===== src/hdl/flha_pkg.sv =====
// Package for the free-list heap allocator: state codes and constants.
// No dependencies.
package flha_pkg;
  localparam logic [1:0] StOk      = 2'd0;
  localparam logic [1:0] StNoFit   = 2'd1;
  localparam logic [1:0] StFull    = 2'd2;
  localparam logic [1:0] StUnknown = 2'd3;
  localparam logic OpAlloc = 1'b0;
  localparam logic CfgPolicy = 1'b0;
  localparam logic CfgHeap   = 1'b1;
  localparam logic [20:0] HeapMin   = 21'd16;
  localparam logic [20:0] HeapMax   = 21'd1048576;
  localparam logic [20:0] HeapReset = 21'd65536;
  localparam logic [3:0]  MinAlign  = 4'd3;

  typedef enum logic [3:0] {
    S_IDLE, S_ASLOT, S_ASCAN, S_APAD, S_ACHK, S_ACOMMIT, S_ASHIFT,
    S_FFIND, S_FPOS, S_FDECIDE, S_FSHL, S_FSHR, S_FCOMMIT, S_OUT
  } state_e;
endpackage


===== src/hdl/flha_pad.sv =====
// Header padding unit: aligned distance from a block start that fits a header.
// Uses flha_pkg.
module flha_pad import flha_pkg::*; #(
  parameter int HeaderBytes = 16
) (
  input  logic [19:0] base_i,
  input  logic [3:0]  lg_i,
  output logic [21:0] pad_o
);
  logic [21:0] a, p, need, k;
  always_comb begin
    a = 22'd1 << lg_i;
    p = a - ({2'b0, base_i} & (a - 22'd1));
    need = 22'(HeaderBytes) - p;
    k = (need + a - 22'd1) >> lg_i;
    pad_o = p;
    if (p < 22'(HeaderBytes)) pad_o = p + (k << lg_i);
  end
endmodule


===== config.mk =====
export PLATFORM = sky130hd
export DESIGN_NAME = flha_pad
export DESIGN_NICKNAME = d
export VERILOG_FILES = /design/src/hdl/flha_pkg.sv /design/src/hdl/flha_pad.sv
export SDC_FILE = /design/constraint.sdc
export NUM_CORES = 1
export LEC_CHECK = 0
export BUFFER_PORTS_ARGS = -buffer_cell sky130_fd_sc_hd__buf_2
export CAP_MARGIN = 20
export CORE_MARGIN = 4
export CORE_UTILIZATION = 40
export DETAILED_ROUTE_END_ITERATION = 6
export SLEW_MARGIN = 10
export SYNTH_ARGS = -nofsm -noshare
export SYNTH_HDL_FRONTEND = slang
export SYNTH_SLANG_ARGS = --single-unit

===== constraint.sdc =====
create_clock -name vclk -period 8.7
set_clock_uncertainty 0.15 [all_clocks]
set_input_delay 0.435 -clock vclk [all_inputs]
set_output_delay 0.435 -clock vclk [all_outputs]
set_load 0.05 [all_outputs]

==> flow_metrics.env <==
export IMPL_yosysSeqAreaShare_pct=0
export IMPL_setup_viol=13
export IMPL_whs_endpoint="pad_o[0]"
export IMPL_met3_length_um=1379
export IMPL_drv_cap=0
export IMPL_yosysTopAreaCellShare_pct=12.28
export IMPL_max_freq_mhz=110.3
export IMPL_syn_instance_count=772
export IMPL_fin_nets=1184
export IMPL_syn_num_nets=850
export IMPL_tns_ns=-2.627
export IMPL_die_h_um=123.1
export IMPL_die_area_mm2=0.01515
export IMPL_tightest_slew_ns=0.7067
export IMPL_core_area_mm2=0.01277
export IMPL_grt_use_total_pct=31.71
export IMPL_timing_final_max_slew_violations=0
export IMPL_grt_max_degree=40
export IMPL_crit_top_cell="buf_4"
export IMPL_grt_pass1_wl_um=38360
export IMPL_nFlopsAndLatches=0
export IMPL_critPathLaunchType="input pin"
export IMPL_synth_xor_area_share_pct=8.434
export IMPL_status="complete, but fails checks"
export IMPL_wl_met2_um=11830
export IMPL_ant_nets=0
export IMPL_drive_gt1_share_pct=51.00
export IMPL_worstPathRequired_ns=8.12
export IMPL_syn_avg_cell_area_um2=6.861
export IMPL_cp_end_kind="output port"
export IMPL_yosysWarningCount=0
export IMPL_rsz0062_at_grt="yes"
export IMPL_viasPerCell=5.857
export IMPL_nClkBuffers=0
export IMPL_synth_cell_types=99
export IMPL_routedLengthMet1_um=10190
export IMPL_worst_path_max_delay_cell="fa_2"
export IMPL_yosys_area_share_simple_pct=24.76
export IMPL_fin_util_pct=71.06
export IMPL_synth_top_family_by_area="compound AO/OA/AOI/OAI gates"
export IMPL_hpwlAfterDp_um=18970
export IMPL_netlist_top_cells_area="ha_1 (12%), a21oi_1 (5.7%), nor2_1 (5.5%)"
export IMPL_vias=7474
export IMPL_start_util_pct=41.46
export IMPL_yosysTopAreaCell="ha_1"
export IMPL_place_congestion=0.9902
export IMPL_synth_commonest_cells="nor2_1 (77), nand2_1 (70), a21oi_1 (60)"
export IMPL_holdPathStages=4
export IMPL_antenna_found_initial=0
export IMPL_relSlewSlack_pct=52.81
export IMPL_synth_compound_area_share_pct=37.40
export IMPL_seq_area_um2=0
export IMPL_grt_overflow=0
export IMPL_crit_arrival_ns=8.48
export IMPL_dr_pass1_iters=5
export IMPL_die_w_um=123.1
export IMPL_syn2layout_area_growth_pct=71.37
export IMPL_wire_per_inst_um=19.50
export IMPL_post_route_min_period_ns=9.067
export IMPL_drt_iter0_drc=618
export IMPL_muxShareOfSynthArea_pct=7.442
export IMPL_cpPeakStageDelay_ns=0.35
export IMPL_yosys_area_share_adder_pct=13.51
export IMPL_vdd_drop_max_v=0.00005926
export IMPL_hp_class="input pin to output port"
export IMPL_num_rows=41
export IMPL_hp_start="base_i[0]"
export IMPL_ios=46
export IMPL_grt_pass1_vias=7419
export IMPL_drc=0
export IMPL_violations="setup timing"
export IMPL_hold_viol_final=0
export IMPL_synth_most_common_cell="nor2_1"
export IMPL_antenna_cells=0
export IMPL_powerDensity_mw_per_mm2=130.4
export IMPL_drt_total_wl_um=24880
export IMPL_leakagePower_nw=4.182
export IMPL_path_class="input pin to output port"
export IMPL_io_buffers=43
export IMPL_top_layer_used="met4"
export IMPL_period_share_pct=104.2
export IMPL_synth_area_mm2=0.005296
export IMPL_crit_fanout=4
export IMPL_setup_ws_ns=-0.3668
[what timing repair did]
item / in CTS / in global routing
endpoints found under the setup margin: 12 / 14
pin swaps: 71 / 80
gates resized for setup: 96 / 64
hold buffers: 0 / 0
setup buffers: 59 / 19
[cell type report]
class	count	area, µm²
timing repair buffer	380	2910
inverter	46	175.2
tap	172	215.2
multi-input combinational	678	5776
fill	1057	3697
[metal layers]
metal	global-route usage, %	up-vias
met5	0	-
met4	15.57	0
met3	2.973	89
met2	54.39	310
met1	39.72	3556
li1	-	3519
[how the worst max path moves through the flow]
stage | start | to | slack, ns
finish | lg_i[1] | pad_o[20] | -0.37
global route | lg_i[1] | pad_o[20] | -0.69
CTS | lg_i[1] | pad_o[20] | -0.26
detailed placement | lg_i[1] | pad_o[20] | -0.75
global placement | lg_i[1] | pad_o[19] | -0.61
floorplan | lg_i[0] | pad_o[18] | -0.39
[critical path, delay by kind of cell]
kind,cells,cell delay (ns)
AOI/OAI and AO/OA,18,3.07
xor gates and xnor gates,3,0.61
adders and majority gates,5,1.34
buffers and inverters,8,1.12
muxes,3,0.71
and+or+nand+nor,10,1.20
[layout by cell type (no fill, tap or decap), types with 14 or more instances in the layout]
cell,instances
buf_2,29
o21ai_0,34
ha_4,18
buf_4,325
nand2_1,61
mux2i_1,16
a21o_1,14
nand3_1,16
o211ai_1,17
buf_6,20
xnor2_1,24
a21oi_1,46
nor2_1,72
ha_1,32
inv_1,36
[cell families after synthesis]
logic type,Yosys count
AO/OA/AOI/OAI,277
XOR/XNOR,48
adder cells (fa/ha/maj),56
buffers and inverters,94
multiplexers,34
other,1
AND/OR/NAND/NOR,262
[stage by stage]
stage | std cells | hold slack (ns) | instance area [µm²] | worst slack (ns) | total power [mW]
final | 1276 | 1.349 | 9076 | -0.3668 | 1.184
after global routing | 1276 | 1.387 | 9076 | -0.6903 | 1.260
after CTS | 1258 | 1.347 | 8596 | -0.2601 | 1.085
after detailed placement | 1200 | 1.345 | 7677 | -0.7539 | 0.9483
after global placement | 1200 | 1.339 | 7677 | -0.6060 | 0.9324
after floorplan | 772 | 1.131 | 5599 | -0.3913 | 0.5753
[power breakdown]
group	switching, mW	total, mW	internal, mW
Sequential	0	0	0
Clock	0	0	0
Combinational	0.607	1.18	0.577
Total	0.607	1.18	0.577
Power figures use the tool's default switching activity.
